==> src/sv/bwu_pkg.sv <==
`default_nettype none
package bwu_pkg;

  localparam int DEF_SLOT_COUNT = 8;

  localparam int KIND_W  = 3;
  localparam int ADDR_W  = 16;
  localparam int DATA_W  = 8;
  localparam int INDEX_W = 3;

  localparam logic [DATA_W-1:0] UNBOUND_FILL = 8'h55;
  localparam logic [KIND_W-1:0] KIND_MEM_WR  = 3'd2;
  localparam logic [KIND_W-1:0] KIND_IO_WR   = 3'd4;

  typedef enum logic [1:0] {
    OP_CHECK = 2'd0,
    OP_ADD   = 2'd1,
    OP_DEL   = 2'd2,
    OP_PASS  = 2'd3
  } op_t;

  // request word walking down the slot chain
  typedef struct packed {
    logic               vld;
    op_t                op;
    logic [KIND_W-1:0]  kind;
    logic [ADDR_W-1:0]  address;
    logic [DATA_W-1:0]  data_value;
    logic               has_value;
    logic [INDEX_W-1:0] slot_index;
    logic               done;
  } tok_t;

endpackage
`default_nettype wire

==> src/sv/breakpoint_watchpoint_unit.sv <==
// the input word is registered, walks the slot chain one cell per cycle and
// its result is registered at the output; a new word is taken only once the
// last one has left the chain and the output register is free or being read
// reset: synchronous active-low rst_n empties all slots, disarms the skip
// and clears the active count
`default_nettype none
module breakpoint_watchpoint_unit
  import bwu_pkg::*;
#(
  parameter int SLOT_COUNT = DEF_SLOT_COUNT
) (
  input  wire         clk,
  input  wire         rst_n,
  input  wire         in_tvalid,
  output logic        in_tready,
  input  wire  [31:0] in_tdata,   // kind, address, data_value, has_value, slot_index
  input  wire  [1:0]  in_tuser,   // op
  output logic        out_tvalid,
  input  wire         out_tready,
  output logic [7:0]  out_tdata   // ok, skipped, active_count
);

  localparam int CNT_W = $clog2(SLOT_COUNT + 1);

  tok_t tok [0:SLOT_COUNT];
  tok_t entry_r, entry_nxt;

  logic             busy_r, busy_nxt;
  logic             skip_r, skip_nxt;
  logic [CNT_W-1:0] cnt_r, cnt_nxt;
  logic             out_vld_r, out_vld_nxt;
  logic             ok_r, ok_nxt;
  logic             skipped_r, skipped_nxt;

  logic in_acc;
  tok_t ex;

  assign in_tready = !busy_r && (!out_vld_r || out_tready);
  assign in_acc    = in_tvalid && in_tready;
  assign tok[0]    = entry_r;
  assign ex        = tok[SLOT_COUNT];

  for (genvar g = 0; g < SLOT_COUNT; g++) begin : g_cell
    bwu_cell #(.CELL_IDX(g)) u_cell (
      .clk    (clk),
      .rst_n  (rst_n),
      .tok_in (tok[g]),
      .tok_out(tok[g+1])
    );
  end

  always_comb begin
    entry_nxt            = entry_r;
    entry_nxt.vld        = in_acc;
    if (in_acc) begin
      entry_nxt.op         = op_t'(in_tuser);
      entry_nxt.kind       = in_tdata[2:0];
      entry_nxt.address    = in_tdata[18:3];
      entry_nxt.data_value = in_tdata[26:19];
      entry_nxt.has_value  = in_tdata[27];
      entry_nxt.slot_index = in_tdata[30:28];
      entry_nxt.done       = 1'b0;
    end

    busy_nxt    = busy_r;
    skip_nxt    = skip_r;
    cnt_nxt     = cnt_r;
    out_vld_nxt = out_vld_r && !out_tready;
    ok_nxt      = ok_r;
    skipped_nxt = skipped_r;

    if (in_acc) busy_nxt = 1'b1;

    if (ex.vld) begin
      busy_nxt    = 1'b0;
      out_vld_nxt = 1'b1;
      ok_nxt      = 1'b0;
      skipped_nxt = 1'b0;
      case (ex.op)
        OP_CHECK: begin
          if (ex.done) begin
            ok_nxt      = !skip_r;
            skipped_nxt = skip_r;
            skip_nxt    = 1'b0;
          end
        end
        OP_ADD: begin
          if (ex.done) begin
            ok_nxt   = 1'b1;
            skip_nxt = 1'b0;
            cnt_nxt  = cnt_r + CNT_W'(1);
          end
        end
        OP_DEL: begin
          if (ex.done) begin
            ok_nxt  = 1'b1;
            cnt_nxt = cnt_r - CNT_W'(1);
          end
        end
        default: begin
          if (cnt_r != '0) skip_nxt = 1'b1;
        end
      endcase
    end
  end

  always_ff @(posedge clk) begin
    if (!rst_n) begin
      entry_r.vld <= 1'b0;
      busy_r      <= 1'b0;
      skip_r      <= 1'b0;
      cnt_r       <= '0;
      out_vld_r   <= 1'b0;
    end else begin
      entry_r.vld <= entry_nxt.vld;
      busy_r      <= busy_nxt;
      skip_r      <= skip_nxt;
      cnt_r       <= cnt_nxt;
      out_vld_r   <= out_vld_nxt;
    end
    entry_r.op         <= entry_nxt.op;
    entry_r.kind       <= entry_nxt.kind;
    entry_r.address    <= entry_nxt.address;
    entry_r.data_value <= entry_nxt.data_value;
    entry_r.has_value  <= entry_nxt.has_value;
    entry_r.slot_index <= entry_nxt.slot_index;
    entry_r.done       <= entry_nxt.done;
    ok_r               <= ok_nxt;
    skipped_r          <= skipped_nxt;
  end

  assign out_tvalid = out_vld_r;
  assign out_tdata  = {2'b00, 4'(cnt_r), skipped_r, ok_r};

endmodule
`default_nettype wire

==> src/sv/bwu_cell.sv <==
`default_nettype none
module bwu_cell
  import bwu_pkg::*;
#(
  parameter int CELL_IDX = 0
) (
  input  wire  clk,
  input  wire  rst_n,
  input  tok_t tok_in,
  output tok_t tok_out
);

  logic              valid_r, valid_nxt;
  logic [KIND_W-1:0] kind_r, kind_nxt;
  logic [ADDR_W-1:0] addr_r, addr_nxt;
  logic              bind_r, bind_nxt;
  logic [DATA_W-1:0] data_r, data_nxt;
  tok_t              tok_r, tok_nxt;

  logic live;
  logic match;
  logic idx_match;
  logic bind_new;

  always_comb begin
    live      = tok_in.vld && !tok_in.done;
    match     = valid_r && (kind_r == tok_in.kind) && (addr_r == tok_in.address) &&
                !(tok_in.has_value && bind_r && (data_r != tok_in.data_value));
    idx_match = (32'(tok_in.slot_index) == CELL_IDX);
    bind_new  = tok_in.has_value &&
                ((tok_in.kind == KIND_MEM_WR) || (tok_in.kind == KIND_IO_WR));

    valid_nxt = valid_r;
    kind_nxt  = kind_r;
    addr_nxt  = addr_r;
    bind_nxt  = bind_r;
    data_nxt  = data_r;
    tok_nxt   = tok_in;

    if (live) begin
      case (tok_in.op)
        OP_CHECK: begin
          if (match) tok_nxt.done = 1'b1;
        end
        OP_ADD: begin
          if (!valid_r) begin
            valid_nxt    = 1'b1;
            kind_nxt     = tok_in.kind;
            addr_nxt     = tok_in.address;
            bind_nxt     = bind_new;
            data_nxt     = bind_new ? tok_in.data_value : UNBOUND_FILL;
            tok_nxt.done = 1'b1;
          end
        end
        OP_DEL: begin
          if (idx_match && valid_r) begin
            valid_nxt    = 1'b0;
            tok_nxt.done = 1'b1;
          end
        end
        default: begin
        end
      endcase
    end
  end

  always_ff @(posedge clk) begin
    if (!rst_n) begin
      valid_r   <= 1'b0;
      tok_r.vld <= 1'b0;
    end else begin
      valid_r   <= valid_nxt;
      tok_r.vld <= tok_nxt.vld;
    end
    kind_r           <= kind_nxt;
    addr_r           <= addr_nxt;
    bind_r           <= bind_nxt;
    data_r           <= data_nxt;
    tok_r.op         <= tok_nxt.op;
    tok_r.kind       <= tok_nxt.kind;
    tok_r.address    <= tok_nxt.address;
    tok_r.data_value <= tok_nxt.data_value;
    tok_r.has_value  <= tok_nxt.has_value;
    tok_r.slot_index <= tok_nxt.slot_index;
    tok_r.done       <= tok_nxt.done;
  end

  assign tok_out = tok_r;

endmodule
`default_nettype wire

==> config.mk <==
export PLATFORM = sky130hd
export DESIGN_NAME = breakpoint_watchpoint_unit
export DESIGN_NICKNAME = d
export VERILOG_FILES = /design/src/sv/bwu_pkg.sv /design/src/sv/breakpoint_watchpoint_unit.sv /design/src/sv/bwu_cell.sv
export SDC_FILE = /design/constraint.sdc
export NUM_CORES = 1
export LEC_CHECK = 0
export BUFFER_PORTS_ARGS = -buffer_cell sky130_fd_sc_hd__buf_2
export CORE_MARGIN = 4
export CORE_UTILIZATION = 30
export DETAILED_ROUTE_END_ITERATION = 12
export SLEW_MARGIN = 0
export SYNTH_ARGS = -nofsm -noshare
export SYNTH_HDL_FRONTEND = slang
export SYNTH_SLANG_ARGS = --single-unit
==> constraint.sdc <==
create_clock -name clk -period 3.7 [get_ports clk]
set_clock_uncertainty 0.2 [all_clocks]
set_input_delay 0.555 -clock clk [delete_from_list [all_inputs] [get_ports clk]]
set_output_delay 0.555 -clock clk [all_outputs]
set_load 0.005 [all_outputs]
== Word level (Yosys, flattened, before mapping) ==
Cells that the tools add are included.

* $add $sub $neg: 2
* Equal/unequal tests: 76
* Multiplexer cells: 65
* Reduce and logical (&&, ||, !) cells: 137
* Bitwise operators: 10

{| class="wikitable"
|+ Operator list
! kind !! number
|-
| $eq 16x16->1 || 8
|-
| $logic_and 1x1->1 || 66
|-
| $ne 8x8->1 || 8
|-
| $reduce_and 3->1 || 16
|-
| $mux 1 || 44
|-
| $eq 3x3->1 const B || 12
|-
| $eq 3x2->1 const B || 10
|-
| $eq 3x3->1 || 8
|-
| $pmux 1 s3 || 8
|-
| $ne 2x1->1 const B || 11
|-
| $pmux 1 s2 || 10
|-
| $reduce_bool 2->1 || 10
|-
| $logic_not 1->1 || 19
|-
| $eq 2x1->1 const B || 9
|-
| $eq 2x2->1 const B || 9
|-
| $logic_not 2->1 || 9
|-
| $not 1->1 || 10
|-
| $logic_or 1x1->1 || 9
|-
| $mux 4 || 2
|-
| $pmux 4 s2 || 1
|-
| $reduce_and 4->1 || 2
|-
| $reduce_or 2->1 || 3
|-
| $add 4x1->4 const B || 1
|-
| $reduce_bool 4->1 || 1
|-
| 4 further kinds || 4
|}

* Register bits after elaboration: 524
* Logic and storage cells: 402

== Longest topological paths before layout ==
* Depth in word-level cells: 7
* Depth in mapped cells: 8

== Cells and area by module ==
From an unflattened synthesis, not the netlist that was laid out.

* Cell total of the unflattened synthesis: 1101
* Area, all modules: 17859.6 µm²

{| class="wikitable"
|+ By module, submodules not included
! module !! cells each !! times used !! area each (µm²)
|-
| bwu_cell at g_cell[0].u_cell ... || 126 || 4 || 2034.5
|-
| bwu_cell at g_cell[1].u_cell ... || 126 || 2 || 2035.7
|-
| bwu_cell at g_cell[4].u_cell || 127 || 1 || 2031.9
|-
| bwu_cell at g_cell[7].u_cell || 124 || 1 || 2030.7
|-
| breakpoint_watchpoint_unit || 94 || 1 || 1587.8
|}

== Least setup slack after synthesis ==
OpenSTA, ideal clock, no wires.

* Kind: flip-flop to flip-flop
* Start point: register g_cell[1].u_cell.tok_r, in the netlist g_cell[1].u_cell.tok_out[34]
* End point: register g_cell[2].u_cell.addr_r[0], enable pin
* Stages on the path, launching flop included: 4
* Slack: 572 ps
* Data arrival time: 2480 ps
* Path buffers: 0
* Setup time: 448 ps
* Cell sequence: dfxtp_1 nor2b_1 nand2_1 nor3_1

* Word-level cells in the longest chain between the ends: 2

{| class="wikitable"
|+ RTL lines
! item !! line !! RTL
|-
| from (decl) || bwu_cell.sv:18 || <nowiki>tok_t tok_r, tok_nxt;</nowiki>
|-
| $logic_and 1x1->1 || bwu_cell.sv:26 || <nowiki>live = tok_in.vld && !tok_in.done;</nowiki>
|-
| $reduce_and 3->1 (no line) || - ||
|-
| to (signal assigned) || bwu_cell.sv:76 || <nowiki>addr_r <= addr_nxt;</nowiki>
|-
| to (decl) || bwu_cell.sv:15 || <nowiki>logic [ADDR_W-1:0] addr_r, addr_nxt;</nowiki>
|}

No other way between the ends.
A chain may end at the register's enable or synchronous reset.

== Worst setup path after layout ==
* Start point: register g_cell[7].u_cell.tok_r, in the netlist g_cell[7].u_cell.tok_out[32]
* End point: register cnt_r[3]

* Word-level cells in the longest chain between the ends: 3
* Elaborated cells between the ends (all ways): 7
* Those cells by class: eq/ne: 4; mux: 1; reduce/logical: 2

{| class="wikitable"
|+ RTL lines
! item !! line !! RTL
|-
| from (decl) || bwu_cell.sv:18 ||
|-
| $eq 2x1->1 or $eq 2x2->1 (tied branches) || breakpoint_watchpoint_unit.sv:79 || <nowiki>case (ex.op)</nowiki>
|-
| $ne 2x1->1 (no line) or $reduce_bool 2->1 (tied branches) || - ||
|-
| $reduce_and 4->1 (no line) || - ||
|-
| to (signal assigned) || breakpoint_watchpoint_unit.sv:118 || <nowiki>cnt_r <= cnt_nxt;</nowiki>
|-
| to (decl) || breakpoint_watchpoint_unit.sv:30 || <nowiki>logic [CNT_W-1:0] cnt_r, cnt_nxt;</nowiki>
|}

Several ways; a longest one is shown, not always the timed one.

==> impl_metrics.prom <==
# TYPE chip_impl_metric gauge
chip_impl_info{name="root_buffer",value="sky130_fd_sc_hd__clkbuf_16"} 1
chip_impl_metric{name="critPathMaxStageDelay",unit="ns"} 0.37
chip_impl_metric{name="flop_and_latch_count_out_of_synthesis",unit=""} 524
chip_impl_metric{name="initial_utilization",unit="%"} 30.3
chip_impl_metric{name="design_power_total",unit="mW"} 11.7
chip_impl_metric{name="clock_tree.htree_level_count",unit=""} 2
chip_impl_metric{name="slew_violations",unit=""} 0
chip_impl_metric{name="final_weighted_congestion_of_routability_driven_global_placement",unit=""} 0.716
chip_impl_info{name="synth_most_common_cell",value="sky130_fd_sc_hd__dfxtp_1"} 1
chip_impl_info{name="crit_path_start_kind",value="flop"} 1
chip_impl_metric{name="min_period_over_period",unit="%"} 56.0
chip_impl_metric{name="antenna_found_initial",unit=""} 0
chip_impl_metric{name="io-pin-count",unit=""} 48
chip_impl_info{name="cp_slowest_cell",value="sky130_fd_sc_hd__dfxtp_1"} 1
chip_impl_metric{name="number_of_warning_messages_in_the_yosys_log",unit=""} 0
chip_impl_metric{name="design.core.area",unit="sq um"} 56300
chip_impl_metric{name="detail_route.drc_violations",unit=""} 0
chip_impl_metric{name="dpl_cell_area",unit="sq um"} 18300
chip_impl_metric{name="cp.depth",unit=""} 8
chip_impl_metric{name="postLayoutCellArea",unit="sq um"} 20300
chip_impl_metric{name="tritoncts.num_buffers",unit=""} 51
chip_impl_metric{name="chipHeight",unit="microns"} 246
chip_impl_metric{name="finish.net_count",unit=""} 1242
chip_impl_metric{name="layout-area-overhead-vs-synth",unit="%"} 19.0
chip_impl_metric{name="ant_nets",unit=""} 0
chip_impl_metric{name="r2r.worst_path.cells",unit=""} 8
chip_impl_info{name="crit_path_end_kind",value="flop"} 1
chip_impl_metric{name="insertedDiodeCount",unit=""} 0
chip_impl_metric{name="fraction_of_layout_instances_using_a_drive_strength_above_1",unit="%"} 12.0
chip_impl_info{name="critical-path-top-delay-family",value="adder cells"} 1
chip_impl_metric{name="port-buffer-count",unit=""} 44
chip_impl_metric{name="slew_headroom",unit="%"} 49.1
chip_impl_metric{name="synth-async-reset-ratio",unit="%"} 0
chip_impl_metric{name="grt_util_all_layers",unit="%"} 8.21
chip_impl_metric{name="route.detailed.vias_per_inst",unit=""} 4.02
chip_impl_metric{name="wirelength",unit="microns"} 24900
chip_impl_metric{name="wl_per_cell",unit="microns"} 12.5
chip_impl_metric{name="layout_min_cycle_time",unit="ns"} 2.07
chip_impl_metric{name="worstPathBufferInverterCount",unit=""} 1
chip_impl_metric{name="first_pass_grt_wire_length",unit="microns"} 41100
chip_impl_metric{name="drv_cap",unit=""} 0
chip_impl_metric{name="path_clk_slew",unit="ns"} 0.06
chip_impl_info{name="rsz0062_at_grt",value="false"} 1
chip_impl_metric{name="finalSetupTns",unit="ns"} 0
chip_impl_metric{name="worst_pin_slew",unit="ns"} 0.763
chip_impl_metric{name="cts_setup_buffers",unit=""} 0
chip_impl_metric{name="post_cts_resized",unit=""} 0
chip_impl_metric{name="dp_wirelength",unit="microns"} 17600
chip_impl_metric{name="drt_iter0_drc",unit=""} 246
chip_impl_metric{name="dp_slack",unit="ns"} 1.57
chip_impl_metric{name="timing.fmax",unit="GHz"} 0.483
chip_impl_metric{name="synth_cell_types",unit=""} 49
chip_impl_metric{name="multiInputGateArea",unit="sq um"} 3920
chip_impl_info{name="yosys-top-cells-count",value="sky130_fd_sc_hd__dfxtp_1 (265), sky130_fd_sc_hd__edfxtp_1 (259), sky130_fd_sc_hd__xor2_1 (164)"} 1
chip_impl_metric{name="ir_drop",unit="mV"} 0.378
chip_impl_metric{name="yosys.area.top_type_share",unit="%"} 45.6
chip_impl_metric{name="static-leakage-power",unit="nW"} 7.13
chip_impl_metric{name="cts_hold_repair.buffers",unit=""} 33
chip_impl_metric{name="drt_first_pass_iters",unit=""} 4
chip_impl_metric{name="post_synth_instance_area",unit="sq um"} 17100
chip_impl_metric{name="hold-path-cell-count",unit=""} 2
chip_impl_metric{name="clk_latency_worst_skew_pair",unit="ns"} 0.55
chip_impl_metric{name="overall_die_width",unit="microns"} 246
chip_impl_metric{name="num-fill-cells",unit=""} 5276
chip_impl_info{name="worstSetupPathType",value="flop to flop"} 1
chip_impl_info{name="tritoncts",value="yes"} 1
chip_impl_metric{name="vias",unit=""} 8009
chip_impl_metric{name="syn-instance-count",unit=""} 1063
chip_impl_info{name="hold_class",value="input pin to flop"} 1
chip_impl_metric{name="maximum_number_of_pins_on_one_net_before_global_route_repair",unit=""} 35
chip_impl_info{name="cp_cell_sequence",value="inv_1 > ha_1 > ha_1 > a21o_1 > a21oi_1 > xnor2_1 > a21oi_1 > nand2b_1"} 1
chip_impl_metric{name="timing.final.ws_setup",unit="ns"} 1.63
chip_impl_metric{name="critPathArrivalTime",unit="ns"} 2.31
chip_impl_metric{name="crit_required",unit="ns"} 3.94
chip_impl_metric{name="overflow_left_after_global_routing",unit=""} 0
chip_impl_metric{name="hold_violations",unit=""} 0
chip_impl_metric{name="cts.sinks",unit=""} 524
chip_impl_metric{name="synth_sequential_area_ratio",unit="%"} 76.7
chip_impl_info{name="outcome",value="finished clean"} 1
chip_impl_info{name="netlist_top_cells_area",value="sky130_fd_sc_hd__edfxtp_1 (46%), sky130_fd_sc_hd__dfxtp_1 (31%), sky130_fd_sc_hd__xor2_1 (8.4%)"} 1
chip_impl_metric{name="number_of_synthesized_flops_with_an_enable_pin",unit=""} 259
chip_impl_metric{name="std_cell_rows",unit=""} 87
chip_impl_metric{name="setup-violations-final",unit=""} 0
chip_impl_metric{name="post_synth.cell_area_avg",unit="sq um"} 16.0
chip_impl_metric{name="pwr_density_cell",unit="nW/um^2"} 578
chip_impl_metric{name="whs",unit="ns"} 0.0745
chip_impl_metric{name="crit_path_max_fanout",unit=""} 5
chip_impl_metric{name="regArea",unit="sq um"} 13100
chip_impl_info{name="dominantRegCellSynth",value="sky130_fd_sc_hd__dfxtp_1"} 1
chip_impl_metric{name="via_count_of_the_first_global_routing_pass",unit=""} 8225
chip_impl_metric{name="max-clock-path-buffers",unit=""} 3
chip_impl_info{name="synth_top_area_cell",value="sky130_fd_sc_hd__edfxtp_1"} 1
chip_impl_metric{name="die_outline_area",unit="sq um"} 60700
final cells by class:
class,count,area share (%)
Multi-Input combinational cell,522,19.3
Sequential cell,524,64.5
Clock inverter,10,0.376
Tap cell,756,4.66
Inverter,13,0.241
Clock buffer,83,7.89
Timing Repair Buffer,85,3.01
cell usage in the layout (no fill, tap or decap), types with 7 or more instances in the layout:
cell                              n
sky130_fd_sc_hd__dlygate4sd3_1   33
sky130_fd_sc_hd__buf_4            8
sky130_fd_sc_hd__dfxtp_1        265
sky130_fd_sc_hd__nor4_1          44
sky130_fd_sc_hd__clkbuf_1        16
sky130_fd_sc_hd__nor2_1          18
sky130_fd_sc_hd__a21oi_1         19
sky130_fd_sc_hd__edfxtp_1       259
sky130_fd_sc_hd__nand2b_1        46
sky130_fd_sc_hd__inv_1           12
sky130_fd_sc_hd__nor3b_2          8
sky130_fd_sc_hd__nand4_1         20
sky130_fd_sc_hd__buf_2           44
sky130_fd_sc_hd__clkbuf_8        12
sky130_fd_sc_hd__xor2_1         164
sky130_fd_sc_hd__nand2_1         14
sky130_fd_sc_hd__clkbuf_16       55
sky130_fd_sc_hd__nand4b_1         7
sky130_fd_sc_hd__clkinv_2         7
sky130_fd_sc_hd__xnor2_1         62
sky130_fd_sc_hd__and2_1          40
flip-flops by register name, indices dropped and copies added, names as in the netlist, 4 cells and up:
signal and count:
g_cell.u_cell.valid_r 8, g_cell.u_cell.data_r 64, g_cell.u_cell.bind_r 8, g_cell.u_cell.kind_r 24, entry_r 34, g_cell.u_cell.addr_r 128
g_cell.u_cell.tok_out 249, cnt_r 4
power by group:
group / switching, mW / total [mW] / internal [mW]
Sequential: 0.165 / 6.45 / 6.29
Clock: 1.98 / 4.99 / 3.02
Combinational: 0.123 / 0.278 / 0.155
metal layers:
layer	wire, microns	share of wire (%)	track usage, %	up-vias
met2	13000	52	14.9	94
met3	661	2.7	1.68	42
met4	631	2.5	2.70	0
met5	0	0	0	-
met1	10600	43	9.66	3838
li1	-	-	-	4035
through the flow:
stage / instances / util [%]
final: 1993 / 36.1
after global routing: 1993 / 36.1
after CTS: 1993 / 36.1
after detailed placement: 1867 / 32.5
after global placement: 1867 / 32.5
after floorplan: 1064 / -
kinds of logic after synthesis:
group	synth area share, %
multiplexers	0.125
AND/OR/NAND/NOR	8.69
AO/OA/AOI/OAI	1.70
flip-flops	76.7
XOR/XNOR	11.7
buffers and inverters	0.484
adder cells (fa/ha/maj)	0.558
other	0.0220
worst reg2reg max path, cell delays in order, from the launching register on:
cell and delay (ns):
sky130_fd_sc_hd__dfxtp_1 0.37, sky130_fd_sc_hd__inv_1 0.09, sky130_fd_sc_hd__ha_1 0.27, sky130_fd_sc_hd__ha_1 0.30
sky130_fd_sc_hd__a21o_1 0.17, sky130_fd_sc_hd__a21oi_1 0.16, sky130_fd_sc_hd__xnor2_1 0.17, sky130_fd_sc_hd__a21oi_1 0.09
sky130_fd_sc_hd__nand2b_1 0.14
worst paths after layout:
check | slack (ns) | start | to
setup reg to reg | 1.63 | g_cell[7].u_cell.tok_out[32]$_DFF_P_ | cnt_r[3]$_SDFFE_PN0P_
setup / recovery | 1.63 | g_cell[7].u_cell.tok_out[32]$_DFF_P_ | cnt_r[3]$_SDFFE_PN0P_
hold / removal | 0.07 | in_tvalid | entry_r[34]$_SDFF_PN0_
hold reg to reg | 0.14 | g_cell[4].u_cell.tok_out[1]$_DFF_P_ | g_cell[5].u_cell.tok_out[1]$_DFF_P_
Power figures use the tool's default switching activity.
